<file path="src/hw/rtl/met_pkg.sv">
`timescale 1ns / 1ps
// Shared constants, types and helpers of the Mandelbrot escape-time unit.
// No dependencies; used by the controller, datapath and top level.
package met_pkg;

    // Fixed-point format and image limits
    localparam int FRAC_BITS      = 26;
    localparam int MAX_IMAGE_SIZE = 4096;

    // Field and register widths
    localparam int PIX_W      = 12;
    localparam int LIMIT_W    = 16;
    localparam int RADIUS_W   = 31;
    localparam int STEP_W     = 31;
    localparam int COORD_W    = 32;
    localparam int SIZE_W     = 13;
    localparam int PROD_W     = 64;
    localparam int CFG_IDX_W  = 3;
    localparam int CFG_DATA_W = 32;

    // Register reset values
    localparam logic [LIMIT_W-1:0]  RST_ITER_LIMIT = 16'd256;
    localparam logic [RADIUS_W-1:0] RST_RADIUS_SQ  = 31'd268435456;
    localparam logic [STEP_W-1:0]   RST_STEP_SIZE  = 31'd262144;
    localparam logic [SIZE_W-1:0]   RST_IMAGE_SIZE = 13'd1024;

    // Configuration register indexes
    typedef enum logic [CFG_IDX_W-1:0] {
        REG_ITER_LIMIT = 3'd0,
        REG_RADIUS_SQ  = 3'd1,
        REG_STEP_SIZE  = 3'd2,
        REG_OFFSET_X   = 3'd3,
        REG_OFFSET_Y   = 3'd4,
        REG_IMAGE_SIZE = 3'd5
    } t_reg_idx;

    // Commands from controller to datapath
    typedef struct packed {
        logic load_px;   // capture pixel coordinates
        logic map_mul;   // relative coordinate times step
        logic c_load;    // add offsets, set c and z
        logic sq_mul;    // re*re, im*im, re*im
        logic new_calc;  // form new re, im
        logic mag_mul;   // squares of new re, im
        logic z_upd;     // z = z' + c
    } t_dp_cmd;

    // Status from datapath to controller
    typedef struct packed {
        logic escaped;
    } t_dp_status;

    // Clamp a 64-bit signed value to the signed 32-bit range
    function automatic logic signed [COORD_W-1:0] sat32(input logic signed [PROD_W-1:0] v);
        logic all_same;
        all_same = (v[PROD_W-1:COORD_W-1] == '0) || (v[PROD_W-1:COORD_W-1] == '1);
        if (all_same) begin
            sat32 = v[COORD_W-1:0];
        end else if (v[PROD_W-1]) begin
            sat32 = {1'b1, {(COORD_W-1){1'b0}}};
        end else begin
            sat32 = {1'b0, {(COORD_W-1){1'b1}}};
        end
    endfunction

endpackage

</file>
<file path="src/hw/rtl/met_ctrl.sv">
`timescale 1ns / 1ps
// Controller of the escape-time unit: sequencing, round counter, output register.
// Depends on met_pkg; commands met_dp through t_dp_cmd.
module met_ctrl (
    input  logic                          i_clk,
    input  logic                          i_rst_n,
    input  logic                          i_in_valid,
    output logic                          o_in_ready,
    output logic                          o_out_valid,
    input  logic                          i_out_ready,
    output logic [met_pkg::LIMIT_W-1:0]   o_escape_count,
    input  logic [met_pkg::LIMIT_W-1:0]   i_iter_limit,
    input  met_pkg::t_dp_status           i_status,
    output met_pkg::t_dp_cmd              o_cmd
);

    typedef enum logic [7:0] {
        S_IDLE = 8'b0000_0001,
        S_MAP  = 8'b0000_0010,
        S_CSET = 8'b0000_0100,
        S_SQ   = 8'b0000_1000,
        S_NEW  = 8'b0001_0000,
        S_MAG  = 8'b0010_0000,
        S_CHK  = 8'b0100_0000,
        S_FIN  = 8'b1000_0000
    } t_state;

    t_state                      r_state, n_state;
    logic [met_pkg::LIMIT_W-1:0] r_round, n_round;
    logic [met_pkg::LIMIT_W-1:0] r_result, n_result;
    logic                        r_out_valid, n_out_valid;
    logic [met_pkg::LIMIT_W-1:0] r_out_count, n_out_count;

    logic [met_pkg::LIMIT_W:0]   round_inc;
    logic                        last_round;
    logic                        in_beat;
    logic                        out_free;

    assign round_inc  = {1'b0, r_round} + (met_pkg::LIMIT_W+1)'(1);
    assign last_round = round_inc == {1'b0, i_iter_limit};
    assign in_beat    = i_in_valid && (r_state == S_IDLE);
    assign out_free   = !r_out_valid || i_out_ready;

    // Next state and counters
    always_comb begin
        n_state     = r_state;
        n_round     = r_round;
        n_result    = r_result;
        n_out_valid = r_out_valid;
        n_out_count = r_out_count;
        if (r_out_valid && i_out_ready) begin
            n_out_valid = 1'b0;
        end
        unique case (r_state)
            S_IDLE: begin
                if (in_beat) begin
                    n_state = S_MAP;
                end
            end
            S_MAP: n_state = S_CSET;
            S_CSET: begin
                n_round = '0;
                if (i_iter_limit == '0) begin
                    n_result = i_iter_limit;
                    n_state  = S_FIN;
                end else begin
                    n_state = S_SQ;
                end
            end
            S_SQ:  n_state = S_NEW;
            S_NEW: n_state = S_MAG;
            S_MAG: n_state = S_CHK;
            S_CHK: begin
                if (i_status.escaped) begin
                    n_result = r_round;
                    n_state  = S_FIN;
                end else if (last_round) begin
                    n_result = i_iter_limit;
                    n_state  = S_FIN;
                end else begin
                    n_round = round_inc[met_pkg::LIMIT_W-1:0];
                    n_state = S_SQ;
                end
            end
            S_FIN: begin
                // hand the result to the output register once it is free
                if (out_free) begin
                    n_out_valid = 1'b1;
                    n_out_count = r_result;
                    n_state     = S_IDLE;
                end
            end
            default: n_state = S_IDLE;
        endcase
    end

    // Datapath commands
    always_comb begin
        o_cmd          = '0;
        o_cmd.load_px  = in_beat;
        o_cmd.map_mul  = r_state == S_MAP;
        o_cmd.c_load   = r_state == S_CSET;
        o_cmd.sq_mul   = r_state == S_SQ;
        o_cmd.new_calc = r_state == S_NEW;
        o_cmd.mag_mul  = r_state == S_MAG;
        o_cmd.z_upd    = (r_state == S_CHK) && !i_status.escaped;
    end

    // Control registers
    always_ff @(posedge i_clk) begin
        if (!i_rst_n) begin
            r_state     <= S_IDLE;
            r_out_valid <= 1'b0;
        end else begin
            r_state     <= n_state;
            r_out_valid <= n_out_valid;
        end
    end

    // Counter and result registers
    always_ff @(posedge i_clk) begin
        r_round     <= n_round;
        r_result    <= n_result;
        r_out_count <= n_out_count;
    end

    assign o_in_ready     = r_state == S_IDLE;
    assign o_out_valid    = r_out_valid;
    assign o_escape_count = r_out_count;

endmodule

</file>
<file path="config.mk">
export PLATFORM = sky130hd
export DESIGN_NAME = met_ctrl
export DESIGN_NICKNAME = d
export VERILOG_FILES = /design/src/hw/rtl/met_pkg.sv /design/src/hw/rtl/met_ctrl.sv
export SDC_FILE = /design/constraint.sdc
export NUM_CORES = 1
export LEC_CHECK = 0
export BUFFER_PORTS_ARGS = -buffer_cell sky130_fd_sc_hd__buf_2
export CAP_MARGIN = 20
export CORE_ASPECT_RATIO = 0.75
export CORE_UTILIZATION = 30
export CTS_CLUSTER_DIAMETER = 80
export DETAILED_ROUTE_END_ITERATION = 8
export PLACE_DENSITY_LB_ADDON = 0.08
export SKIP_LAST_GASP = 1
export SLEW_MARGIN = 10
export SYNTH_ARGS = -nofsm -noshare
export SYNTH_HDL_FRONTEND = slang
export SYNTH_SLANG_ARGS = --single-unit
</file>
<file path="constraint.sdc">
create_clock -name i_clk -period 7.3 [get_ports i_clk]
set_input_delay 1.095 -clock i_clk [delete_from_list [all_inputs] [get_ports i_clk]]
set_output_delay 1.095 -clock i_clk [all_outputs]
set_load 0.03 [all_outputs]
</file>
; ---- Word level (Yosys, flattened, before mapping)
; Index checks and enable logic that the tools add are counted.
[word_totals]
ff_bits = 57
inputBits = 21
out_inout_bits = 25
elab_cells = 49
[classes]
addsub = 1
eq_ne = 15
mux = 16
reduce_logical = 12
[ops]
columns = cell, count
row1 = $mux W16, 5
row2 = $pmux W16 S2, 2
row3 = $pmux W8 S8, 1
row4 = $mux W8, 5
row5 = $add A16 B1 Y17 const B, 1
row6 = $eq A17 B16 Y1, 1
row7 = $logic_not A16 Y1, 1
row8 = $eq A8 B1 Y1 const B, 1
row9 = $eq A8 B2 Y1 const B, 1
row10 = $eq A8 B3 Y1 const B, 1
row11 = $eq A8 B4 Y1 const B, 1
row12 = $eq A8 B5 Y1 const B, 1
row13 = $eq A8 B6 Y1 const B, 1
row14 = $eq A8 B7 Y1 const B, 1
row15 = $eq A8 B8 Y1 const B, 1
row16 = $ne A2 B2 Y1 const B, 3
row17 = $reduce_and A3 Y1, 2
row18 = $ne A2 B1 Y1 const B, 2
row19 = $reduce_and A2 Y1, 2
row20 = $logic_and A1 B1 Y1, 3
row21 = $mux W1, 3
row22 = $ne A3 B3 Y1 const B, 1
row23 = $logic_not A1 Y1, 2
row24 = $reduce_bool A2 Y1, 1
row25 = $logic_or A1 B1 Y1, 1

; ---- Logic depth before layout (Yosys ltp)
[logic_depth]
word_depth = 5
mapped_depth = 9
depth_no_buf = 8

; ---- Least setup slack after synthesis
; Ideal clock, no wire load.
[synth_path]
path_kind = input port to flip-flop
from = input i_iter_limit[9] (netlist bit)
to = register r_result[0] (netlist bit), enable pin
setup_time_ps = 389
arrival_ps = 2909
required_time_ps = 6911
setup_slack_ps = 4003
stages = 7
n_path_buf = 0
path_cell_list = xnor2_1 -> and4_1 -> a311oi_1 -> nand4_1 -> nor4_2 -> a21oi_2 -> nor2_1
[synth_via]
elab_chain_cells = 3
elab_cells_between_ends = 5
classes_between = 3 x eq/ne / 2 x reduce/logical
[synth_lines]
columns = item, line_no
row1 = start: declaration, met_ctrl.sv:12  ; input logic [met_pkg::LIMIT_W-1:0] i_iter_limit,
row2 = $eq A17 B16 Y1 or $logic_not A16 Y1 (tied branches), "met_ctrl.sv:40, met_ctrl.sv:63"
row3 = $ne A3 B3 Y1 (no source line) or $ne A2 B1 Y1 (tied branches), -
row4 = $reduce_and A3 Y1 (no source line) (*), -
row5 = end signal: assignment, met_ctrl.sv:123  ; r_result <= n_result;
row6 = end: declaration, met_ctrl.sv:30  ; logic [met_pkg::LIMIT_W-1:0] r_result, n_result;
; Every way passes the cells marked *; elsewhere a longest branch is shown, timed or not.
; A chain may end at the register's enable or synchronous reset.

==> impl_metrics.env <==
export IMPL_diodes=0
export IMPL_io_buffers=45
export IMPL_final_nets=323
export IMPL_postCtsHoldBufs=0
export IMPL_cts_buffer_depth=2
export IMPL_ant_nets=0
export IMPL_slew_violations=0
export IMPL_grt_overflow_total=0
export IMPL_groute_usage_overall=0.1444
export IMPL_syn_inst=254
export IMPL_yosysUniqueCellTypes=53
export IMPL_critPathKind="register to primary output"
export IMPL_yosys_warnings=0
export IMPL_worstSetupStartpointType="register"
export IMPL_ys_top_cells_by_area="edfxtp_1, dfxtp_1, xnor2_1, mux2_2, xor2_1"
export IMPL_tightest_slew_ns=0.8228
export IMPL_synth_top_cell_by_area="edfxtp_1"
export IMPL_firstDrtPassIters=4
export IMPL_cts_htree_levels=3
export IMPL_syn_to_final_growth_pct=21.23
export IMPL_coreArea_um2=9697
export IMPL_die_area_um2=10470
export IMPL_power_density_nw_per_um2=225.8
export IMPL_synth_top_cell_area_share=0.4776
export IMPL_required_ns=6.20
export IMPL_ys_flop_type="edfxtp_1"
export IMPL_synth_edf_count=48
export IMPL_cts_repair_resized=0
export IMPL_post_cts_setup_buffer_count=0
export IMPL_setup_viol=0
export IMPL_async_flop_share=0
export IMPL_top_layer="met4"
export IMPL_ir_drop_mv=0.09063
export IMPL_period_share=0.5211
export IMPL_wl_met1_um=3829
export IMPL_whs_ns=0.4168
export IMPL_layout_commonest_cell="edfxtp_1"
export IMPL_path_clk_slew_ns=0.05
export IMPL_clockRootBuffer="clkbuf_16"
export IMPL_wirelength_um=7072
export IMPL_cpPeakStageDelay_ns=0.60
export IMPL_num_rows=31
export IMPL_n_fill_cell=969
export IMPL_cts_sinks=57
export IMPL_route_detailed_drc=0
export IMPL_crit_chain="nor4_1 > nor3b_1 > nand3b_1 > or2_2 > inv_1 > buf_2"
export IMPL_crit_fanout=17
export IMPL_initialDrtViolationCount=148
export IMPL_seq_area_frac_synth=0.5373
export IMPL_cts_tree="yes"
export IMPL_syn_avg_cell_area_um2=11.88
export IMPL_first_global_vias=1889
export IMPL_initial_core_util=0.3112
export IMPL_rsz0062_at_grt="false"
export IMPL_end_kind="primary output"
export IMPL_layout_common_cells="edfxtp_1, buf_2, nor2_1, xnor2_1, mux2_2"
export IMPL_final_setup_tns_ns=0
export IMPL_power_leakage_nw=1.299
export IMPL_hold_viol_final=0
export IMPL_min_path_type="register to register"
export IMPL_total_power_uw=826.0
export IMPL_die_h_um=88.86
export IMPL_clk_latency_ns=0.33
export IMPL_numCtsBuffers=9
export IMPL_drive_above_1_share=0.2730
export IMPL_dpl_hpwl_um=5154
export IMPL_wl_per_cell_um=16.22
export IMPL_grt_first_pass_wirelength_um=10980
export IMPL_antenna_found_initial=0
export IMPL_min_period_ns=3.804
export IMPL_route_met3_wl_um=392
export IMPL_fmaxAchievable_mhz=262.9
export IMPL_drv_cap=0
export IMPL_syn_nets=276
export IMPL_via_count=2131
export IMPL_via_per_inst=4.888
export IMPL_cp_arrival_ns=2.71
export IMPL_ys_ff_latch=57
export IMPL_io_pins=46
export IMPL_gp_congestion=0.8124
export IMPL_synthesis_area_um2=3018
export IMPL_finalClockSkew_ns=0.006279
export IMPL_slowest_stage="nand3b_1"
export IMPL_dr_wl_met2_um=2737
export IMPL_slew_limit_headroom=0.4515
export IMPL_status="complete, no violations"
export IMPL_die_w_um=117.8
export IMPL_grt_max_degree=18
[area by class of cell]
| class | instances | area (µm²) | area share |
|---|---|---|---|
| Inverter | 7 | 26.28 | 0.007182 |
| Multi-Input combinational cell | 179 | 1308 | 0.3574 |
| Sequential cell | 57 | 1622 | 0.4432 |
| Timing Repair Buffer | 47 | 240.2 | 0.06566 |
| Clock inverter | 5 | 72.57 | 0.01984 |
| Clock buffer | 9 | 225.2 | 0.06156 |
| Tap cell | 132 | 165.2 | 0.04514 |
[worst paths after layout]
check | start | to | slack (ns) | cells after the start
worst max-delay path | r_state[0] | o_cmd[0] | 3.50 | 6
worst min-delay path | r_result[0] | o_escape_count[0] | 0.42 | 0
worst max register to register | r_state[0] | r_round[4] | 3.96 | 6
worst min register to register | r_result[0] | o_escape_count[0] | 0.42 | 0
[synth_stat cells, types with 2 or more instances]
| cell type | n |
|---|---|
| inv_1 | 7 |
| buf_2 | 7 |
| nand3b_1 | 3 |
| o41a_1 | 3 |
| nor3b_1 | 5 |
| and2_1 | 5 |
| nand4_2 | 2 |
| nor3_1 | 4 |
| xor2_1 | 13 |
| nand2_1 | 12 |
| nand4b_1 | 3 |
| or2_2 | 2 |
| and4_1 | 3 |
| nor2b_1 | 3 |
| xnor2_1 | 20 |
| dfxtp_1 | 9 |
| mux2_2 | 14 |
| o21ai_0 | 5 |
| nor2_1 | 26 |
| nand4_1 | 5 |
| nor4_2 | 2 |
| a21oi_1 | 2 |
| edfxtp_1 | 48 |
| nand2b_1 | 3 |
| nor4_1 | 12 |
| nand3_1 | 6 |
| and4b_1 | 2 |
| mux2_1 | 2 |
| or4_1 | 2 |
[state kept, by name, summed over array words and instances (netlist names)]
name            count
o_escape_count     16
o_out_valid         1
r_result           16
r_round            16
r_state             8
[where the power goes]
part / switching [mW] / internal, mW
registers: 0.00296 / 0.352
logic: 0.0250 / 0.0206
clock network: 0.134 / 0.291
[critical path, delay by kind of cell (launching register included)]
kind,cells,cell delay (ns)
flip-flops,1,0.35
AND/OR/NAND/NOR,4,1.79
buffers and inverters,2,0.24
[kinds of logic after synthesis]
logic type               count (synthesis)  synth area share
AO/OA/AOI/OAI                           21           0.05431
XOR/XNOR                                34            0.1032
adder cells (fa/ha/maj)                  1          0.004145
buffers and inverters                   18           0.02943
flip-flops                              57            0.5373
multiplexers                            16           0.05970
AND/OR/NAND/NOR                        107            0.2119
[layer usage]
metal	up-vias	track usage
li1	1042	-
met1	1018	0.2203
met2	62	0.1834
met3	9	0.04510
met4	0	0.05594
met5	-	0
[through the flow]
| step | worst slack, ns | area [µm²] | cells | util |
|---|---|---|---|---|
| floorplan | 4.003 | 3018 | 254 | - |
| global placement | 3.502 | 3353 | 421 | 0.3458 |
| detailed placement | 3.780 | 3361 | 422 | 0.3466 |
| CTS | 3.417 | 3659 | 436 | 0.3773 |
| global route | 3.233 | 3659 | 436 | 0.3773 |
| finish | 3.496 | 3659 | 436 | 0.3773 |
(Power assumes the default switching activity.)
